==> config.mk <==
export PLATFORM = sky130hd
export DESIGN_NAME = motor_command_frame_tx_queue
export DESIGN_NICKNAME = d
export VERILOG_FILES = /design/src/sv/mcftq_pkg.sv /design/src/sv/mcftq_ram.sv /design/src/sv/motor_command_frame_tx_queue.sv
export SDC_FILE = /design/constraint.sdc
export NUM_CORES = 2
export LEC_CHECK = 0
export ABC_AREA = 0
export BUFFER_PORTS_ARGS = -buffer_cell sky130_fd_sc_hd__buf_2
export CAP_MARGIN = 5
export CELL_PAD_IN_SITES_DETAIL_PLACEMENT = 1
export CELL_PAD_IN_SITES_GLOBAL_PLACEMENT = 2
export CORE_MARGIN = 10
export CORE_UTILIZATION = 55
export DETAILED_ROUTE_END_ITERATION = 10
export GPL_TIMING_DRIVEN = 0
export PLACE_DENSITY_LB_ADDON = 0.05
export SKIP_LAST_GASP = 1
export SLEW_MARGIN = 10
export SYNTH_ARGS = -nofsm -noshare
export SYNTH_HDL_FRONTEND = slang
export SYNTH_SLANG_ARGS = --single-unit
==> constraint.sdc <==
create_clock -name clk -period 22 [get_ports clk]
set_input_delay 1.1 -clock clk [delete_from_list [all_inputs] [get_ports clk]]
set_output_delay 1.1 -clock clk [all_outputs]
set_load 0.01 [all_outputs]
==> src/sv/mcftq_pkg.sv <==
`timescale 1ns / 1ps
// mcftq_pkg: command and result types, operation and status codes, frame layout
// functions for the motor command frame transmit queue; no dependencies

package mcftq_pkg;

    // operation codes
    localparam logic [2:0] OP_ENABLE   = 3'd0;
    localparam logic [2:0] OP_SPEED    = 3'd1;
    localparam logic [2:0] OP_POSITION = 3'd2;
    localparam logic [2:0] OP_STOP     = 3'd3;
    localparam logic [2:0] OP_SYNC     = 3'd4;
    localparam logic [2:0] OP_POP      = 3'd5;

    // result status codes
    localparam logic [1:0] STS_QUEUED  = 2'd0;
    localparam logic [1:0] STS_DROPPED = 2'd1;
    localparam logic [1:0] STS_SENT    = 2'd2;
    localparam logic [1:0] STS_EMPTY   = 2'd3;

    // fixed frame bytes
    localparam logic [7:0] FRM_ENABLE_CMD = 8'hF3;
    localparam logic [7:0] FRM_ENABLE_SUB = 8'hAB;
    localparam logic [7:0] FRM_SPEED_CMD  = 8'hF6;
    localparam logic [7:0] FRM_POS_CMD    = 8'hFD;
    localparam logic [7:0] FRM_STOP_CMD   = 8'hFE;
    localparam logic [7:0] FRM_STOP_SUB   = 8'h98;
    localparam logic [7:0] FRM_SYNC_CMD   = 8'hFF;
    localparam logic [7:0] FRM_SYNC_SUB   = 8'h66;
    localparam logic [7:0] FRM_END        = 8'h6B;

    localparam int FREE_W = 9;

    typedef struct packed {
        logic [2:0]  operation;
        logic [7:0]  motor_addr;
        logic [7:0]  enable_state;
        logic [7:0]  sync_flag;
        logic [7:0]  direction;
        logic [15:0] speed_rpm;
        logic [7:0]  accel;
        logic [31:0] pulse_count;
        logic [7:0]  relative_mode;
    } cmd_t;

    typedef struct packed {
        logic [1:0]        status;
        logic              tx_valid;
        logic [7:0]        tx_byte;
        logic              tx_request;
        logic [FREE_W-1:0] free_space;
    } rsp_t;

    // frame length in bytes, zero for codes that build no frame
    function automatic logic [3:0] frame_len(input logic [2:0] op);
        logic [3:0] len;
        unique case (op)
            OP_ENABLE:   len = 4'd6;
            OP_SPEED:    len = 4'd8;
            OP_POSITION: len = 4'd13;
            OP_STOP:     len = 4'd5;
            OP_SYNC:     len = 4'd4;
            default:     len = 4'd0;
        endcase
        return len;
    endfunction

    // byte at position idx of the frame built from c
    function automatic logic [7:0] frame_byte(input cmd_t c, input logic [3:0] idx);
        logic [7:0] b;
        b = 8'h00;
        if (idx == 4'd0)
        begin
            b = c.motor_addr;
        end
        else
        begin
            unique case (c.operation)
                OP_ENABLE:
                begin
                    unique case (idx)
                        4'd1:    b = FRM_ENABLE_CMD;
                        4'd2:    b = FRM_ENABLE_SUB;
                        4'd3:    b = c.enable_state;
                        4'd4:    b = c.sync_flag;
                        default: b = FRM_END;
                    endcase
                end
                OP_SPEED:
                begin
                    unique case (idx)
                        4'd1:    b = FRM_SPEED_CMD;
                        4'd2:    b = c.direction;
                        4'd3:    b = c.speed_rpm[15:8];
                        4'd4:    b = c.speed_rpm[7:0];
                        4'd5:    b = c.accel;
                        4'd6:    b = c.sync_flag;
                        default: b = FRM_END;
                    endcase
                end
                OP_POSITION:
                begin
                    unique case (idx)
                        4'd1:    b = FRM_POS_CMD;
                        4'd2:    b = c.direction;
                        4'd3:    b = c.speed_rpm[15:8];
                        4'd4:    b = c.speed_rpm[7:0];
                        4'd5:    b = c.accel;
                        4'd6:    b = c.pulse_count[31:24];
                        4'd7:    b = c.pulse_count[23:16];
                        4'd8:    b = c.pulse_count[15:8];
                        4'd9:    b = c.pulse_count[7:0];
                        4'd10:   b = c.relative_mode;
                        4'd11:   b = c.sync_flag;
                        default: b = FRM_END;
                    endcase
                end
                OP_STOP:
                begin
                    unique case (idx)
                        4'd1:    b = FRM_STOP_CMD;
                        4'd2:    b = FRM_STOP_SUB;
                        4'd3:    b = c.sync_flag;
                        default: b = FRM_END;
                    endcase
                end
                OP_SYNC:
                begin
                    unique case (idx)
                        4'd1:    b = FRM_SYNC_CMD;
                        4'd2:    b = FRM_SYNC_SUB;
                        default: b = FRM_END;
                    endcase
                end
                default: b = 8'h00;
            endcase
        end
        return b;
    endfunction

endpackage

==> src/sv/mcftq_ram.sv <==
`timescale 1ns / 1ps
// mcftq_ram: generic single-write, single-read ram with registered read data
// no dependencies

module mcftq_ram #(
    parameter int WIDTH = 8,
    parameter int DEPTH = 256
) (
    input  logic                     clk,
    input  logic                     we,
    input  logic [$clog2(DEPTH)-1:0] waddr,
    input  logic [WIDTH-1:0]         wdata,
    input  logic                     re,
    input  logic [$clog2(DEPTH)-1:0] raddr,
    output logic [WIDTH-1:0]         rdata
);

    logic [WIDTH-1:0] mem [DEPTH];

    always_ff @(posedge clk)
    begin
        if (we)
        begin
            mem[waddr] <= wdata;
        end
        if (re)
        begin
            rdata <= mem[raddr];
        end
    end

endmodule

==> src/sv/motor_command_frame_tx_queue.sv <==
`timescale 1ns / 1ps
// motor_command_frame_tx_queue: top level of the per-channel motor frame transmit queue
// depends on mcftq_pkg and mcftq_ram

// One instance serves one uart channel. A request is taken when start is high
// and busy is low. Command requests (enable, speed, position, stop, sync start)
// pack a frame of 4, 5, 6, 8 or 13 bytes and write it whole into the byte ring,
// or drop it whole when the free space is short. A pop request reads one byte
// for the transmitter, or reports empty and clears tx_request. Every request
// gives exactly one result, shown on result for the single cycle in which done
// is high; the receiver cannot hold it off, so it must sample it then.
// Timing: a queued frame of N bytes keeps busy high for its write sweep, one byte
// written per cycle through the ring ram's single write port, with done in the
// cycle after the last write. A pop with data passes through a read state because
// of the ram's registered read. A dropped frame, an empty pop
// or an undefined code finishes at the accepting edge, done in the next cycle,
// and busy stays low. No clearing pass after reset: only written bytes are read.

module motor_command_frame_tx_queue
    import mcftq_pkg::*;
#(
    parameter int QUEUE_DEPTH = 256
) (
    input  logic clk,
    input  logic rst_n,
    input  logic start,
    output logic busy,
    input  cmd_t command,
    output logic done,
    output rsp_t result
);

    // pointers run modulo twice the depth so full and empty differ
    localparam int PTR_MOD = 2 * QUEUE_DEPTH;
    localparam int PTR_W   = $clog2(PTR_MOD);
    localparam int ADDR_W  = $clog2(QUEUE_DEPTH);
    localparam int CNT_W   = $clog2(QUEUE_DEPTH + 1);

    typedef enum logic [1:0] {
        ST_IDLE,
        ST_WRITE,
        ST_READ
    } state_t;

    state_t           state_reg, state_next;
    logic [PTR_W-1:0] wr_ptr_reg, wr_ptr_next;
    logic [PTR_W-1:0] rd_ptr_reg, rd_ptr_next;
    logic             req_reg, req_next;
    logic [3:0]       idx_reg, idx_next;
    logic [3:0]       len_reg, len_next;
    logic             done_reg, done_next;
    rsp_t             result_reg, result_next;
    cmd_t             cmd_reg;

    logic             accept;
    logic [3:0]       len_now;
    logic [CNT_W-1:0] used_now;
    logic [CNT_W-1:0] free_now;
    logic [CNT_W-1:0] free_after;
    logic [CNT_W+FREE_W-1:0] free_wide;

    logic              ram_we;
    logic              ram_re;
    logic [ADDR_W-1:0] ram_waddr;
    logic [ADDR_W-1:0] ram_raddr;
    logic [7:0]        ram_wdata;
    logic [7:0]        ram_rdata;

    function automatic logic [PTR_W-1:0] ptr_inc(input logic [PTR_W-1:0] p);
        logic [PTR_W-1:0] n;
        if (p == PTR_W'(PTR_MOD - 1))
        begin
            n = '0;
        end
        else
        begin
            n = p + PTR_W'(1);
        end
        return n;
    endfunction

    function automatic logic [ADDR_W-1:0] ptr_addr(input logic [PTR_W-1:0] p);
        logic [PTR_W-1:0] a;
        if (p >= PTR_W'(QUEUE_DEPTH))
        begin
            a = p - PTR_W'(QUEUE_DEPTH);
        end
        else
        begin
            a = p;
        end
        return a[ADDR_W-1:0];
    endfunction

    function automatic logic [CNT_W-1:0] used_of(input logic [PTR_W-1:0] wr,
                                                 input logic [PTR_W-1:0] rd);
        logic [PTR_W:0] t;
        if (wr >= rd)
        begin
            t = {1'b0, wr} - {1'b0, rd};
        end
        else
        begin
            t = {1'b0, wr} + (PTR_W + 1)'(PTR_MOD) - {1'b0, rd};
        end
        return t[CNT_W-1:0];
    endfunction

    assign accept   = start && !busy;
    assign len_now  = frame_len(command.operation);
    assign used_now = used_of(wr_ptr_reg, rd_ptr_reg);
    assign free_now = CNT_W'(QUEUE_DEPTH) - used_now;

    // ring storage: frame bytes go in at the write pointer, pops read at the read pointer
    assign ram_waddr = ptr_addr(wr_ptr_reg);
    assign ram_raddr = ptr_addr(rd_ptr_reg);
    assign ram_wdata = frame_byte(cmd_reg, idx_reg);

    mcftq_ram #(
        .WIDTH (8),
        .DEPTH (QUEUE_DEPTH)
    ) u_ring (
        .clk   (clk),
        .we    (ram_we),
        .waddr (ram_waddr),
        .wdata (ram_wdata),
        .re    (ram_re),
        .raddr (ram_raddr),
        .rdata (ram_rdata)
    );

    always_comb
    begin
        state_next  = state_reg;
        wr_ptr_next = wr_ptr_reg;
        rd_ptr_next = rd_ptr_reg;
        req_next    = req_reg;
        idx_next    = idx_reg;
        len_next    = len_reg;
        done_next   = 1'b0;
        result_next = result_reg;
        ram_we      = 1'b0;
        ram_re      = 1'b0;

        unique case (state_reg)
            ST_IDLE:
            begin
                if (accept)
                begin
                    result_next.tx_valid = 1'b0;
                    result_next.tx_byte  = 8'h00;
                    if (command.operation == OP_POP)
                    begin
                        if (used_now == '0)
                        begin
                            // nothing left to send: drop the transmit request
                            req_next           = 1'b0;
                            done_next          = 1'b1;
                            result_next.status = STS_EMPTY;
                        end
                        else
                        begin
                            ram_re     = 1'b1;
                            state_next = ST_READ;
                        end
                    end
                    else if ((len_now != 4'd0) && (free_now >= CNT_W'(len_now)))
                    begin
                        state_next = ST_WRITE;
                        idx_next   = 4'd0;
                        len_next   = len_now;
                    end
                    else
                    begin
                        // short space or an undefined code: nothing changes
                        done_next          = 1'b1;
                        result_next.status = STS_DROPPED;
                    end
                end
            end
            ST_WRITE:
            begin
                ram_we      = 1'b1;
                wr_ptr_next = ptr_inc(wr_ptr_reg);
                idx_next    = idx_reg + 4'd1;
                if (idx_reg == len_reg - 4'd1)
                begin
                    state_next         = ST_IDLE;
                    req_next           = 1'b1;
                    done_next          = 1'b1;
                    result_next.status = STS_QUEUED;
                end
            end
            ST_READ:
            begin
                rd_ptr_next          = ptr_inc(rd_ptr_reg);
                state_next           = ST_IDLE;
                done_next            = 1'b1;
                result_next.status   = STS_SENT;
                result_next.tx_valid = 1'b1;
                result_next.tx_byte  = ram_rdata;
            end
        endcase

        result_next.tx_request = req_next;
        result_next.free_space = free_wide[FREE_W-1:0];
    end

    // free space after this request, reported in its low bits
    assign free_after = CNT_W'(QUEUE_DEPTH) - used_of(wr_ptr_next, rd_ptr_next);
    assign free_wide  = (CNT_W + FREE_W)'(free_after);

    always_ff @(posedge clk or negedge rst_n)
    begin
        if (!rst_n)
        begin
            state_reg  <= ST_IDLE;
            wr_ptr_reg <= '0;
            rd_ptr_reg <= '0;
            req_reg    <= 1'b0;
            idx_reg    <= 4'd0;
            len_reg    <= 4'd0;
            done_reg   <= 1'b0;
            result_reg <= '0;
        end
        else
        begin
            state_reg  <= state_next;
            wr_ptr_reg <= wr_ptr_next;
            rd_ptr_reg <= rd_ptr_next;
            req_reg    <= req_next;
            idx_reg    <= idx_next;
            len_reg    <= len_next;
            done_reg   <= done_next;
            result_reg <= result_next;
        end
    end

    // command held for the frame write sweep
    always_ff @(posedge clk)
    begin
        if (accept)
        begin
            cmd_reg <= command;
        end
    end

    assign busy   = (state_reg != ST_IDLE);
    assign done   = done_reg;
    assign result = result_reg;

`ifndef SYNTHESIS
    a_done_when_idle: assert property (@(posedge clk) disable iff (!rst_n)
        done |-> !busy)
        else $error("result shown while a request is still in progress");

    a_used_in_range: assert property (@(posedge clk) disable iff (!rst_n)
        used_now <= CNT_W'(QUEUE_DEPTH))
        else $error("ring occupancy exceeds its depth");

    a_wr_only_in_write: assert property (@(posedge clk) disable iff (!rst_n)
        (state_reg != ST_WRITE) |=> $stable(wr_ptr_reg))
        else $error("write pointer moved outside the frame write sweep");

    a_queued_sets_req: assert property (@(posedge clk) disable iff (!rst_n)
        (done && (result.status == STS_QUEUED)) |-> result.tx_request)
        else $error("queued frame without transmit request");

    a_empty_clears: assert property (@(posedge clk) disable iff (!rst_n)
        (done && (result.status == STS_EMPTY))
            |-> (!result.tx_valid && !result.tx_request
                 && (result.free_space == FREE_W'(QUEUE_DEPTH))))
        else $error("empty pop result inconsistent");
`endif

endmodule
==> results by group <==
CTS
  • CTS Sinks: 2205
  • Clock-pin slew on the worst setup and hold paths: 0.06 ns
  • CTS resizes: 0
  • Clock tree buffer depth: 3
  • CTS tree: yes
  • Postcts setup bufs: 0
  • Clock Tree Root: clkbuf_16
  • TritonCTS buffer count: 218
  • CTS HTree Levels: 4
  • # hold bufs at CTS: 0
  • Worst-skew pair later-pin latency: 0.85 ns

Pwr
  • Lkg Pwr: 30.9 nW
  • Total Power: 0.0140 W
  • Power density cells: 143 nW/um^2
  • Worst IR Drop VDD: 0.120 mV

Critical path
  • Startpoint Class: register
  • Reg2Reg Setup Slack: 15.07 ns
  • CP required: 22.74 ns
  • Critical Path AT: 7.67 ns
  • Crit path kind: register to register
  • Worst reg2reg path startpoint: rd_ptr_reg[1]
  • Cells on worst reg2reg path: 20
  • Max FO, Critical Path: 10
  • Crit. End Element: register
  • FF-to-FF End: result[20]

Logic synthesis
  • Post-synthesis async set-or-reset flop share: 2.27%
  • Post-synth top flop: edfxtp_1
  • Post-synthesis register bit count: 2205
  • Number of synthesized flops with an enable pin: 2155
  • Mux share of post-synthesis cell area: 17.7%
  • Yosys cell types: 65
  • Complex-gate fraction of the synthesized area: 1.62%
  • Xor and xnor area share after synthesis: 0.350%
  • Most common cell in the netlist: edfxtp_1
  • Top post-synthesis cells by area: edfxtp_1 75%, mux4_2 17%, dfrtp_1 1.4%
  • Largest family of logic cells by synthesized area: multiplexers
  • Synth Area in Simple Gates: 2.41%
  • Register area share after synthesis: 76.2%
  • Cell taking the most area after synthesis: edfxtp_1
  • YS warnings: 0
  • Net Count, Synth: 4062
  • Mapped Avg Cell Area: 22.1 um^2
  • Mapped cell area: 86600 um^2
  • Gate Count Post-Synth: 3920
  • Post-Synth Adder-Cell Area: 0.595%
  • Synth top cells by count: 2155 x edfxtp_1, 672 x mux4_2, 315 x nor2_1, 147 x clkbuf_1, 78 x nand2_1
  • Top cell type's share of synthesized area: 74.7%

Layout
  • Ratio of cells with drive above 1 in the final layout: 28.3%
  • Fin nets: 4464
  • Utilization after layout: 62.8%
  • Final instance area: 98200 um^2
  • Max reg flops: 2048
  • P&R area growth vs syn: 13.5%
  • Filler Cells Inserted: 12600

Place
  • Final GP Congestion: 0.852
  • Placed Area: 91300 um^2
  • DP Worst Slack: 15.05 ns
  • HPWL after DPL: 171000 um
  • Port bufs: 124

GRT
  • Antenna violations before repair: 15
  • Global-route wire length before repair: 352000 um
  • Vias in the first global route: 45100
  • GRT Total Usage: 28.9%
  • Largest net degree at the start of global routing: 125
  • Total grt overflow: 0

Die
  • Core area: 156000 um^2
  • # IOs: 125
  • Die width: 417 um
  • Row count: 145
  • Die ar.: 174000 um^2
  • Initial Util: 55.4%
  • Die Height: 417 um

Job
  • Maxcap violations: 0

STA
  • Max frequency: 144 MHz
  • Worst slew pin tran: 1.39 ns
  • Final hold vios: 0
  • RSZ-0062 raised after global routing: false
  • Worst slew margin: 7.37%
  • Worst Skew: 0.0374 ns
  • Setup TNS: 0 ns
  • Slew Viols, Final: 0
  • Final setup margin: 15.07 ns
  • Final setup fails: 0
  • Final worst path period need: 6.93 ns
  • Tcrit/Tclk final: 31.5%

Route
  • Post-DR wirelength/cell: 38.1 um
  • Final antenna-violating net count: 0
  • First DRT Iteration DRCs: 6117
  • TritonRoute pass-1 iters: 5
  • DRC: 0
  • Vias per std cell: 6.68
  • Via count: 43900
  • Wirelength, routed: 250000 um

Worst hold path
  • Hold crit path type: input port to asynchronous set/reset pin

Status
  • Outcome: completed
==> worst max-delay path, stage by stage, from the launching register on <==
cell	delay, ns
dfrtp_1	0.53
clkbuf_1	0.87
clkbuf_2	0.78
clkbuf_1	0.74
inv_1	0.21
fa_1	0.49
a211o_1	0.30
a31o_2	0.24
a21oi_1	0.22
nor2b_1	0.08
o21a_1	0.19
nor2_1	0.13
xnor2_1	0.12
ha_1	0.29
nand2b_1	0.05
a21oi_1	0.17
or4bb_1	0.43
o22ai_2	0.19
o22ai_1	0.14
a21oi_1	0.37
mux2i_1	0.24
==> per-layer routing <==
metal	wire length (um)	track usage [%]	vias to the layer above	part of all wire, %
met1	97900	40.2	23700	39
met4	8270	8.96	10	3.3
met2	120000	45.9	2480	48
li1	-	-	17300	-
met3	23700	6.64	396	9.4
met5	69	0	-	0.028
==> where the power goes <==
group          internal, W  switching, W  leakage [nW]  total, W
clock              0.00207       0.00159          3.40   0.00366
sequential         0.00569     0.0000589          20.2   0.00575
combinational      0.00164       0.00297          7.35   0.00461
==> cells in the final DEF (no fill, tap or decap), types with 6 or more instances in the layout <==
master / instances
a22o_1: 13
and2_1: 7
a21oi_1: 45
clkinv_2: 49
edfxtp_1: 2155
clkbuf_2: 32
buf_2: 169
o22ai_1: 7
and3_1: 8
xnor2_1: 18
clkinvlp_4: 9
nand2b_1: 10
dfrtp_1: 50
a22oi_1: 29
a31oi_1: 9
buf_1: 19
clkbuf_16: 220
a21o_1: 8
mux2i_1: 6
nand2_1: 78
clkbuf_1: 166
xor2_1: 14
inv_6: 7
nor3_1: 15
a221oi_1: 10
nor2_1: 314
a32oi_1: 8
buf_12: 31
ha_1: 38
nand3_1: 18
nor2b_1: 10
mux4_2: 672
bufinv_16: 20
o21ai_0: 33
buf_16: 26
inv_1: 40
a222oi_1: 6
clkinv_1: 41
==> cells by family (layout without fill, tap and decap cells) <==
group | after synthesis | after routing
compound gates | 206 | 206
xor+xnor | 33 | 33
fa+ha+maj | 40 | 40
buf+inv | 258 | 842
flops | 2205 | 2205
mux | 686 | 686
other cells | 0 | 5
simple gates | 492 | 492
==> how the worst max path moves through the flow <==
| stage | startpoint | endpoint | slack [ns] | cells past startpoint |
|---|---|---|---|---|
| after detailed placement | rd_ptr_reg[1] | result[20] | 15.05 | 20 |
| after global placement | idx_reg[0] | u_ring.mem[186][7] | 0.79 | 8 |
| after CTS | rd_ptr_reg[1] | result[20] | 14.99 | 20 |
| after global routing | rd_ptr_reg[1] | result[20] | 14.75 | 20 |
| after floorplan | idx_reg[0] | u_ring.mem[0][7] | 10.85 | 8 |
| final | rd_ptr_reg[1] | result[20] | 15.07 | 20 |
==> per-stage QoR <==
stage | hold slack, ns | cells
finish | 0.322 | 6567
global route | 0.348 | 6562
CTS | 0.300 | 6562
global placement | 0.447 | 6102
floorplan | 0.443 | 3920
detailed placement | 0.460 | 6160
==> final cells by class <==
| class | count | area, um^2 | area share [%] |
|---|---|---|---|
| Clock buffer | 270 | 5690 | 5.79 |
| Sequential cell | 2205 | 66000 | 67.1 |
| Inverter | 43 | 164 | 0.167 |
| Timing Repair Buffer | 182 | 1970 | 2.01 |
| Clock inverter | 132 | 1260 | 1.28 |
| Buffer | 215 | 912 | 0.928 |
| Tap cell | 2058 | 2570 | 2.62 |
| Multi-Input combinational cell | 1457 | 19700 | 20.0 |
| Antenna cell | 5 | 12.5 | 0.0127 |
No activity file was read; power rests on OpenSTA's default activity.
